File: src/hdl/mmsr_pkg.sv
// Types and constants shared by the minmod surface reconstruction modules.
package mmsr_pkg;

  localparam int DW   = 32;      // sample and result width
  localparam int SLW  = DW + 1;  // slope width
  localparam int SUMW = DW + 2;  // width of a depth plus surface slope
  localparam int DIFW = DW + 3;  // width of the limited difference and the unsaturated sum

  localparam logic signed [DW-1:0] SAT_MAX = {1'b0, {(DW-1){1'b1}}};
  localparam logic signed [DW-1:0] SAT_MIN = {1'b1, {(DW-1){1'b0}}};

  typedef struct packed {
    logic signed [DW-1:0] depth;
    logic signed [DW-1:0] surface;
    logic                 first_in_row;
  } in_item_t;

  typedef struct packed {
    logic signed [DW-1:0] left_value;
    logic                 clipped;
  } out_item_t;

  // One reconstruction job: the middle surface sample and the slopes around it.
  typedef struct packed {
    logic signed [DW-1:0]  z_mid;
    logic signed [SLW-1:0] dh1;
    logic signed [SLW-1:0] dz1;
    logic signed [SLW-1:0] dh2;
    logic signed [SLW-1:0] dz2;
  } work_t;

  typedef struct packed {
    logic empty;
    logic full;
  } q_status_t;

endpackage

File: src/hdl/minmod_surface_reconstruction_unit.sv
// Top level of the minmod surface reconstruction unit.
//
// Samples arrive on the input queue port: an item transfers on a clock edge with
// push high and full low. Each item carries a depth, a surface height and a
// first_in_row flag; a row needs three samples before the first result, and every
// later sample of the row yields the left-face value of the sample before it.
// Results leave on the output queue port: the oldest result is shown while empty
// is low and transfers on an edge with pop high.
// Throughput is one sample per cycle while full is low. The job of the sample
// that completes a result is written to the job queue and then passes through
// the three limiter stages behind it. When pop is held low the result register
// keeps its value, the limiter stalls, and the job queue of QUEUE_DEPTH entries
// keeps taking samples until it fills; full then holds off the sender. Samples
// that yield no result never occupy the queue.
// Synchronous reset empties the queue and the pipeline and closes the current
// row, so the next sample starts a row whether flagged or not.
module minmod_surface_reconstruction_unit
  import mmsr_pkg::*;
#(
  parameter int QUEUE_DEPTH = 4
) (
  input  logic      clk,
  input  logic      rst_n,
  input  logic      push,
  output logic      full,
  input  in_item_t  in_item,
  output logic      empty,
  input  logic      pop,
  output out_item_t out_item
);

  q_status_t q_stat;
  logic      job_push;
  logic      job_pop;
  work_t     job_in;
  work_t     job_out;

  mmsr_front u_front (
    .clk      (clk),
    .rst_n    (rst_n),
    .push     (push),
    .in_item  (in_item),
    .q_stat   (q_stat),
    .full     (full),
    .job_push (job_push),
    .job      (job_in)
  );

  mmsr_queue #(
    .DEPTH (QUEUE_DEPTH)
  ) u_queue (
    .clk     (clk),
    .rst_n   (rst_n),
    .wr_en   (job_push),
    .wr_data (job_in),
    .rd_en   (job_pop),
    .rd_data (job_out),
    .stat    (q_stat)
  );

  mmsr_back u_back (
    .clk      (clk),
    .rst_n    (rst_n),
    .q_stat   (q_stat),
    .job      (job_out),
    .job_pop  (job_pop),
    .pop      (pop),
    .empty    (empty),
    .out_item (out_item)
  );

endmodule

File: src/hdl/mmsr_front.sv
// Front end: takes samples, tracks the row window and issues reconstruction jobs.
module mmsr_front
  import mmsr_pkg::*;
(
  input  logic      clk,
  input  logic      rst_n,
  input  logic      push,
  input  in_item_t  in_item,
  input  q_status_t q_stat,
  output logic      full,
  output logic      job_push,
  output work_t     job
);

  logic signed [DW-1:0]  last_depth_r, last_depth_nxt;
  logic signed [DW-1:0]  last_surface_r, last_surface_nxt;
  logic signed [SLW-1:0] last_dh_r, last_dh_nxt;
  logic signed [SLW-1:0] last_dz_r, last_dz_nxt;
  logic [1:0]            seen_r, seen_nxt;

  logic                  accept;
  logic                  row_start;
  logic signed [SLW-1:0] dh2;
  logic signed [SLW-1:0] dz2;

  assign full      = q_stat.full;
  assign accept    = push && !q_stat.full;
  // A sample with no row open yet starts a row, flagged or not.
  assign row_start = in_item.first_in_row || (seen_r == 2'd0);
  assign dh2       = SLW'(in_item.depth) - SLW'(last_depth_r);
  assign dz2       = SLW'(in_item.surface) - SLW'(last_surface_r);

  assign job_push  = accept && !row_start && seen_r[1];
  assign job.z_mid = last_surface_r;
  assign job.dh1   = last_dh_r;
  assign job.dz1   = last_dz_r;
  assign job.dh2   = dh2;
  assign job.dz2   = dz2;

  always_comb begin
    last_depth_nxt   = last_depth_r;
    last_surface_nxt = last_surface_r;
    last_dh_nxt      = last_dh_r;
    last_dz_nxt      = last_dz_r;
    seen_nxt         = seen_r;
    if (accept) begin
      last_depth_nxt   = in_item.depth;
      last_surface_nxt = in_item.surface;
      if (row_start) begin
        last_dh_nxt = '0;
        last_dz_nxt = '0;
        seen_nxt    = 2'd1;
      end else begin
        last_dh_nxt = dh2;
        last_dz_nxt = dz2;
        seen_nxt    = 2'd2;
      end
    end
  end

  always_ff @(posedge clk) begin
    if (!rst_n) begin
      seen_r <= 2'd0;
    end else begin
      seen_r <= seen_nxt;
    end
  end

  always_ff @(posedge clk) begin
    last_depth_r   <= last_depth_nxt;
    last_surface_r <= last_surface_nxt;
    last_dh_r      <= last_dh_nxt;
    last_dz_r      <= last_dz_nxt;
  end

endmodule

File: src/hdl/mmsr_queue.sv
// Job queue between the front end and the limiter pipeline.
module mmsr_queue
  import mmsr_pkg::*;
#(
  parameter int DEPTH = 4
) (
  input  logic      clk,
  input  logic      rst_n,
  input  logic      wr_en,
  input  work_t     wr_data,
  input  logic      rd_en,
  output work_t     rd_data,
  output q_status_t stat
);

  localparam int AW = (DEPTH > 1) ? $clog2(DEPTH) : 1;
  localparam int CW = $clog2(DEPTH + 1);

  work_t         slots_r [DEPTH];
  logic [AW-1:0] wr_ptr_r, wr_ptr_nxt;
  logic [AW-1:0] rd_ptr_r, rd_ptr_nxt;
  logic [CW-1:0] count_r, count_nxt;
  logic          do_wr;
  logic          do_rd;

  assign stat.empty = (count_r == '0);
  assign stat.full  = (count_r == CW'(DEPTH));
  assign do_wr      = wr_en && !stat.full;
  assign do_rd      = rd_en && !stat.empty;
  assign rd_data    = slots_r[rd_ptr_r];

  always_comb begin
    wr_ptr_nxt = wr_ptr_r;
    rd_ptr_nxt = rd_ptr_r;
    count_nxt  = count_r;
    if (do_wr) begin
      wr_ptr_nxt = (wr_ptr_r == AW'(DEPTH - 1)) ? '0 : wr_ptr_r + 1'b1;
    end
    if (do_rd) begin
      rd_ptr_nxt = (rd_ptr_r == AW'(DEPTH - 1)) ? '0 : rd_ptr_r + 1'b1;
    end
    unique case ({do_wr, do_rd})
      2'b10:   count_nxt = count_r + 1'b1;
      2'b01:   count_nxt = count_r - 1'b1;
      default: count_nxt = count_r;
    endcase
  end

  always_ff @(posedge clk) begin
    if (!rst_n) begin
      wr_ptr_r <= '0;
      rd_ptr_r <= '0;
      count_r  <= '0;
    end else begin
      wr_ptr_r <= wr_ptr_nxt;
      rd_ptr_r <= rd_ptr_nxt;
      count_r  <= count_nxt;
    end
  end

  always_ff @(posedge clk) begin
    if (do_wr) begin
      slots_r[wr_ptr_r] <= wr_data;
    end
  end

endmodule

File: src/hdl/mmsr_back.sv
// Back end: three-stage minmod limiter, halving, saturation and result register.
module mmsr_back
  import mmsr_pkg::*;
(
  input  logic      clk,
  input  logic      rst_n,
  input  q_status_t q_stat,
  input  work_t     job,
  output logic      job_pop,
  input  logic      pop,
  output logic      empty,
  output out_item_t out_item
);

  function automatic logic signed [SUMW-1:0] minmod(input logic signed [SUMW-1:0] a,
                                                    input logic signed [SUMW-1:0] b);
    logic signed [SUMW-1:0] r;
    if (a >= 0 && b >= 0) begin
      r = (a <= b) ? a : b;
    end else if (a <= 0 && b <= 0) begin
      r = (a >= b) ? a : b;
    end else begin
      r = '0;
    end
    return r;
  endfunction

  localparam logic signed [DIFW-1:0] VMAX = DIFW'(SAT_MAX);
  localparam logic signed [DIFW-1:0] VMIN = DIFW'(SAT_MIN);

  // The whole pipeline moves whenever the result register is free or being drained.
  logic adv;

  logic                   s1_valid_r, s1_valid_nxt;
  logic signed [DW-1:0]   s1_z_r;
  logic signed [SUMW-1:0] s1_sum1_r;
  logic signed [SUMW-1:0] s1_sum2_r;
  logic signed [SUMW-1:0] s1_mmh_r;

  logic                   s2_valid_r, s2_valid_nxt;
  logic signed [DW-1:0]   s2_z_r;
  logic signed [DIFW-1:0] s2_diff_r;

  logic                   out_valid_r, out_valid_nxt;
  out_item_t              out_r;

  logic signed [DIFW-1:0] half;
  logic signed [DIFW-1:0] val;
  out_item_t              res;

  assign adv      = !out_valid_r || pop;
  assign job_pop  = adv && !q_stat.empty;
  assign empty    = !out_valid_r;
  assign out_item = out_r;

  assign s1_valid_nxt  = adv ? !q_stat.empty : s1_valid_r;
  assign s2_valid_nxt  = adv ? s1_valid_r : s2_valid_r;
  assign out_valid_nxt = adv ? s2_valid_r : out_valid_r;

  assign half = s2_diff_r >>> 1;
  assign val  = DIFW'(s2_z_r) + half;

  always_comb begin
    priority if (val > VMAX) begin
      res.left_value = SAT_MAX;
      res.clipped    = 1'b1;
    end else if (val < VMIN) begin
      res.left_value = SAT_MIN;
      res.clipped    = 1'b1;
    end else begin
      res.left_value = val[DW-1:0];
      res.clipped    = 1'b0;
    end
  end

  always_ff @(posedge clk) begin
    if (!rst_n) begin
      s1_valid_r  <= 1'b0;
      s2_valid_r  <= 1'b0;
      out_valid_r <= 1'b0;
    end else begin
      s1_valid_r  <= s1_valid_nxt;
      s2_valid_r  <= s2_valid_nxt;
      out_valid_r <= out_valid_nxt;
    end
  end

  always_ff @(posedge clk) begin
    if (adv) begin
      s1_z_r    <= job.z_mid;
      s1_sum1_r <= SUMW'(job.dz1) + SUMW'(job.dh1);
      s1_sum2_r <= SUMW'(job.dz2) + SUMW'(job.dh2);
      s1_mmh_r  <= minmod(SUMW'(job.dh1), SUMW'(job.dh2));
      s2_z_r    <= s1_z_r;
      s2_diff_r <= DIFW'(minmod(s1_sum1_r, s1_sum2_r)) - DIFW'(s1_mmh_r);
      out_r     <= res;
    end
  end

endmodule

File: config.mk
export PLATFORM = sky130hd
export DESIGN_NAME = minmod_surface_reconstruction_unit
export DESIGN_NICKNAME = d
export VERILOG_FILES = /design/src/hdl/mmsr_pkg.sv /design/src/hdl/minmod_surface_reconstruction_unit.sv /design/src/hdl/mmsr_front.sv /design/src/hdl/mmsr_queue.sv /design/src/hdl/mmsr_back.sv
export SDC_FILE = /design/constraint.sdc
export NUM_CORES = 1
export LEC_CHECK = 0
export ABC_AREA = 1
export BUFFER_PORTS_ARGS = -buffer_cell sky130_fd_sc_hd__buf_2
export CAP_MARGIN = 5
export CORE_ASPECT_RATIO = 1.75
export CORE_MARGIN = 1.5
export CORE_UTILIZATION = 65
export CTS_BUF_LIST = sky130_fd_sc_hd__clkbuf_8
export DETAILED_ROUTE_END_ITERATION = 6
export GPL_TIMING_DRIVEN = 0
export MAX_ROUTING_LAYER = met4
export PLACE_DENSITY = 0.82
export REMOVE_ABC_BUFFERS = 1
export SLEW_MARGIN = 10
export SYNTH_ARGS = -nofsm -noshare
export SYNTH_HDL_FRONTEND = slang
export SYNTH_SLANG_ARGS = --single-unit
File: constraint.sdc
create_clock -name clk -period 16.6 [get_ports clk]
set_input_delay 0.83 -clock clk [delete_from_list [all_inputs] [get_ports clk]]
set_output_delay 0.83 -clock clk [all_outputs]
set_load 0.03 [all_outputs]
[After elaboration in Yosys (flattened, before gate mapping)]
Memories as Yosys holds them, arrays and structs flattened. A register that Yosys moved wholly into a read port is not among the register bits.
Index checks and enable logic that the tools add are counted.
Word-level totals
  word-level logic and storage cells: 86
  bits of input ports: 69
  memories: 1
  memory bits (writable): 656
  register bits after elaboration: 376
Memories
  u_queue.slots_r: depth 4, bits a word 164, rd ports 1, clocked after memory_dff 1, write ports 1, line mmsr_queue.sv:19  | work_t slots_r [DEPTH];
Cells by class
  equal/unequal tests: 5
  $add $sub $neg: 10
  reduce and logical (&&, ||, !) cells: 19
  muxes and demuxes: 18
  $lt $le $gt $ge: 14
Operator list (number)
  $mux 34: 9
  $add 33x33->34: 2
  $ge 34x1->1 const B: 2
  $le 34x1->1 const B: 2
  $ge 33x1->1 const B: 2
  $le 33x1->1 const B: 2
  $sub 32x32->33: 2
  $add 32x34->35: 1
  $gt 35x32->1 const B: 1
  $lt 35x32->1 const B: 1
  $sub 34x34->35: 1
  $ge 34x34->1: 1
  $le 34x34->1: 1
  $ge 33x33->1: 1
  $le 33x33->1: 1
  $mux 33: 1
  $logic_and 1x1->1: 10
  $mux 2: 5
  $eq 2x2->1 const B: 3
  $pmux 3 s2: 1
  $add 2x1->2 const B: 2
  $logic_not 1->1: 4
  $add 3x1->3 const B: 1
  $eq 3x3->1 const B: 1
  other kinds (7): 9

[Depth between registers and ports, before layout]
  depth in word-level cells: 8
  depth in mapped cells: 36
  depth with buffers taken out: 35

[Cells and area by module]
Synthesis repeated with hierarchy kept, for this count alone.
Unflattened totals
  cells, all modules: 5411
  area total of the unflattened synthesis: 53221.0 um2
By module, submodules not included
  mmsr_queue: sequential area each 19879.1 um2, cells each 1657, area each 24613.6 um2, times used 1
  mmsr_back: sequential area each 7026.7 um2, cells each 2367, area each 18885.6 um2, times used 1
  mmsr_front: sequential area each 3943.8 um2, cells each 1387, area each 9721.8 um2, times used 1

[Least setup slack after synthesis]
No wires, ideal clock.
  kind: input to register
  start: in push
  end: mem u_queue.slots_r[0][0] in the netlist's numbering (enable)
  path slack: 1890 ps
  stages on the path: 6
  buffers on the path: 0
  data arrival time: 14020 ps
  required time: 15909 ps
  cell sequence: inv_1 nor2_1 inv_1 nor2_1 nand2_1 nor2_1
Between the ends
  word-level cells in the longest chain between the ends: 6
RTL lines
  from (decl): line minmod_surface_reconstruction_unit.sv:24  | input logic push,
  $logic_and 1x1->1: line mmsr_front.sv:27  | assign accept = push && !q_stat.full;
  net u_front.accept: line mmsr_front.sv:21  | logic accept;
  $logic_and 1x1->1 (2 in series): line mmsr_front.sv:33  | assign job_push = accept && !row_start && seen_r[1];
  $logic_and 1x1->1: line mmsr_queue.sv:28  | assign do_wr = wr_en && !stat.full;
  $mux 1: line mmsr_queue.sv:62  | if (do_wr) begin
  $mux 1 (implied by the code): line mmsr_queue.sv:63  | slots_r[wr_ptr_r] <= wr_data;
  to (decl): line mmsr_queue.sv:19
The timed path passes the listed nets, and every way through them passes these cells.

==> parameters.txt <==
Parameter                              Value

Synth
  Largest area contributor in the netlist ... sky130_fd_sc_hd__edfxtp_1
  Async set-or-reset flop fraction in the synthesized netlist ... 0%
  Sequential share of the synthesized area ... 60.65%
  Combined area of all synthesized cells ... roughly 0.051 sq mm
  Synthesis-stage register bit count ... between 1,000 and 1,500
  Dominant cells by area after synthesis ... sky130_fd_sc_hd__edfxtp_1 60%, sky130_fd_sc_hd__ha_1 6.7%, sky130_fd_sc_hd__nand2_1 6.1%, sky130_fd_sc_hd__inv_1 3.8%, sky130_fd_sc_hd__nor2_1 3.5%
  Syn Area/Cell ... between 10 and 15 sq um
  Most frequent cell after synthesis ... sky130_fd_sc_hd__edfxtp_1
  Gate count after technology mapping ... approximately 4,800
  Synth top cells by count ... 1,018 x sky130_fd_sc_hd__edfxtp_1, 829 x sky130_fd_sc_hd__nand2_1, 513 x sky130_fd_sc_hd__inv_1
  EDFF count, synth ... 1,018
  Main synth FF type ... sky130_fd_sc_hd__edfxtp_1
  Number of warnings reported in the yosys synthesis log ... 0
  Unique masters post-synth ... 54
  Fraction of post-synthesis cell area in the top cell type by area ... approximately three fifths

Critical path
  Chain of cells forming the critical path ... buf_16 > buf_16 > buf_16 > inv_8 > buf_16 > nand2_1 > a32oi_1 > clkinv_1 > ha_1 > nand2_1 > nor4_1 > and3_1 > nand3b_1 > nand3_1 > nand2_1 > nand2_1 > nand2_2 > inv_1 > o21ai_0 > o21ai_0
  Number of buffer and inverter instances along the worst setup path ... 7
  Slowest library cell on the worst path ... sky130_fd_sc_hd__inv_1
  Crit Path Max Fanout ... roughly 140
  CP Class ... register to register
  Worst path arrival time ... 8.28 ns
  CP Capture Type ... register
  Critical Path Source Type ... register
  Worst stage delay on the critical path ... around 1.1 ns
  Critical path's top delay family ... buffers and inverters
  Req. time, crit path ... around 17 ns

Global routing
  Global-route congestion overflow total ... 0
  Antenna violations before repair ... 1
  Global-route total usage across every layer ... roughly a third
  Global-route wire length before repair ... 193,300 um
  Via count of the first global-routing pass ... 36,230
  Maximum number of pins on one net before global-route repair ... about 140

Finish
  Area taken by multi-input logic gates ... ~0.017 sq mm
  Number of nets at the end of the flow ... ~5,300
  Ratio of cells with drive above 1 in the final layout ... 7.620%
  Sequential cell area in the final layout ... approximately 0.031 sq mm
  Post-route standard cell area excluding fillers ... approximately 0.056 sq mm
  Filler cells ... between 5,000 and 6,000
  Area growth, synth to finish ... 10.24%
  Utilization of the core after routing ... between 70% and 80%

Placed design
  Placement-stage worst setup slack ... just under 9 ns
  Estimated wirelength of the detail-placed design ... approximately 90,000 um
  Total cell area at the placement stage ... roughly 0.053 sq mm
  PortBufs ... slightly above 100
  Placer's final routability congestion estimate ... about 0.97

Floorplanning
  Placeable core region ... slightly below 0.08 sq mm
  Area enclosed by the die boundary ... between 0.08 and 0.09 sq mm
  Starting density of the core ... around two thirds
  Std-Cell Rows ... ~140
  Die H ... roughly 370 um
  Width of the die ... roughly 210 um
  Boundary pin count ... ~100

Clock tree
  Post-CTS setup buffer count ... 0
  CTS tree ... built
  Sinks on Clock Net ... 1,032
  Number of CTS-inserted buffers ... between 100 and 150
  Maximum level of the CTS H-tree ... 4
  Clock input transition at the sequential cells of the worst setup and hold paths ... about 0.060 ns
  Post-cts sizing count ... 0
  Source-to-sink clock delay at the later pin of the worst-skew pair ... 0.87 ns
  Clock tree buffer depth ... 3
  Buffer type at the clock tree root ... sky130_fd_sc_hd__clkbuf_8
  Count of hold buffers inserted by post-cts repair ... 0

Timing
  Post-layout min period ... around 7.7 ns
  Setup repair after global routing missed its margin ... false
  Final setup violation count ... 0
  Post-route clock period utilization ... between 40% and 50%
  Transition time of the tightest slew-check pin ... 1.283 ns
  Relative max-transition margin ... ~14%
  Setup slack of the critical path after layout ... just under 9 ns
  Clock tree skew after final layout ... between 0.04 and 0.05 ns
  Max-slew violation count ... 0
  Worst-case hold slack ... 0.1561 ns
  Final count of hold timing violations ... 0
  F_max ... 130.7 MHz

Routing
  Total length of routed wires ... roughly 130,000 um
  Count of unresolved DRC violations after routing ... 2
  Top layer reached by signal wires ... met4
  First-pass detailed-route iteration total ... 7
  Number of DRC violations after detailed-routing iteration 0 ... 3,457
  Count of nets left with antenna violations after detail routing ... 0
  Detailed-routing wirelength on met1 ... 44,130 um
  Routed met3 length ... between 7000 and 8000 um
  Average routed wire per standard cell ... ~21 um
  Total vias in the final route ... roughly 36,000
  Wire length on met2 ... 68,230 um
  DR vias/cell ... approximately 6

Flow run
  Max-capacitance violation count ... 0

Run status
  Violated checks ... DRC
  Result of the run ... finished, violations left

Worst hold path
  HP Class ... input port to register
-- layout by cell type (no fill, tap or decap), types with 103 or more instances in the layout --
master and instances:
sky130_fd_sc_hd__edfxtp_1 1018, sky130_fd_sc_hd__buf_2 103, sky130_fd_sc_hd__o21ai_0 349, sky130_fd_sc_hd__xor2_1 112, sky130_fd_sc_hd__o22ai_1 126, sky130_fd_sc_hd__nor2_1 476
sky130_fd_sc_hd__nand2_1 828, sky130_fd_sc_hd__ha_1 270, sky130_fd_sc_hd__a21oi_1 323, sky130_fd_sc_hd__inv_1 533, sky130_fd_sc_hd__clkbuf_8 149
-- final cells by class --
type	instances	share of cell area, %
Timing Repair Buffer	152	2.847
Antenna cell	1	0.004463
Tap cell	1027	2.292
Multi-Input combinational cell	3050	31.04
Clock inverter	104	1.564
Sequential cell	1032	55.03
Clock buffer	149	3.657
Inverter	526	3.566
-- routing by layer --
| metal | global-route usage [%] | up-vias |
|---|---|---|
| li1 | - | 17150 |
| met1 | 34.45 | 17380 |
| met2 | 58.97 | 1518 |
| met3 | 4.727 | 369 |
| met4 | 17.88 | 0 |
| met5 | - | - |
-- metrics by stage --
| step | setup TNS (ns) | instances |
|---|---|---|
| after floorplan | 0 | 4608 |
| after global placement | -6753.24 | 5738 |
| after detailed placement | 0 | 5786 |
| after CTS | 0 | 6039 |
| after global routing | 0 | 6041 |
| final | 0 | 6041 |
-- sequential cells by signal, summed over array words and instances (netlist names), 2 cells and up, named ones only --
| register | count |
|---|---|
| u_front.last_dz_r | 33 |
| u_back.s1_mmh_r | 33 |
| u_back.s1_sum1_r | 34 |
| u_front.last_depth_r | 32 |
| u_queue.rd_ptr_r | 2 |
| u_front.last_dh_r | 33 |
| u_queue.wr_ptr_r | 2 |
| u_back.s2_diff_r | 34 |
| u_back.s2_z_r | 32 |
| u_back.out_item | 33 |
| u_queue.slots_r | 656 |
| u_front.seen_r | 2 |
| u_front.last_surface_r | 32 |
| u_queue.count_r | 3 |
| u_back.s1_sum2_r | 34 |
| u_back.s1_z_r | 32 |
-- logic make-up (layout without fill, tap and decap cells) --
family | after synthesis | in the layout | synth area share [%]
AOI/OAI and AO/OA | 1116 | 1116 | 12.59
adders and majority gates | 278 | 278 | 6.941
buffers and inverters | 686 | 931 | 5.252
other | 0 | 1 | 0
DFF | 1032 | 1032 | 60.65
and+or+nand+nor | 1485 | 1485 | 11.62
xor gates and xnor gates | 171 | 171 | 2.944
-- final timing paths --
check	from	to	slack, ns	depth (start not counted)
max	register	u_back.s1_mmh_r[1]$_DFFE_PN_	8.95	20
min	in_item[48]	u_front.last_depth_r[15]$_DFFE_PP_	0.16	1
max reg2reg	register	u_back.s1_mmh_r[1]$_DFFE_PN_	8.95	20
min reg2reg	u_back.s1_z_r[6]$_DFFE_PN_	u_back.s2_z_r[6]$_DFFE_PN_	0.41	0
Power is left out: the tool's default activity adds up to more than one toggle a clock period on the data nets, which glitch-free logic cannot reach.
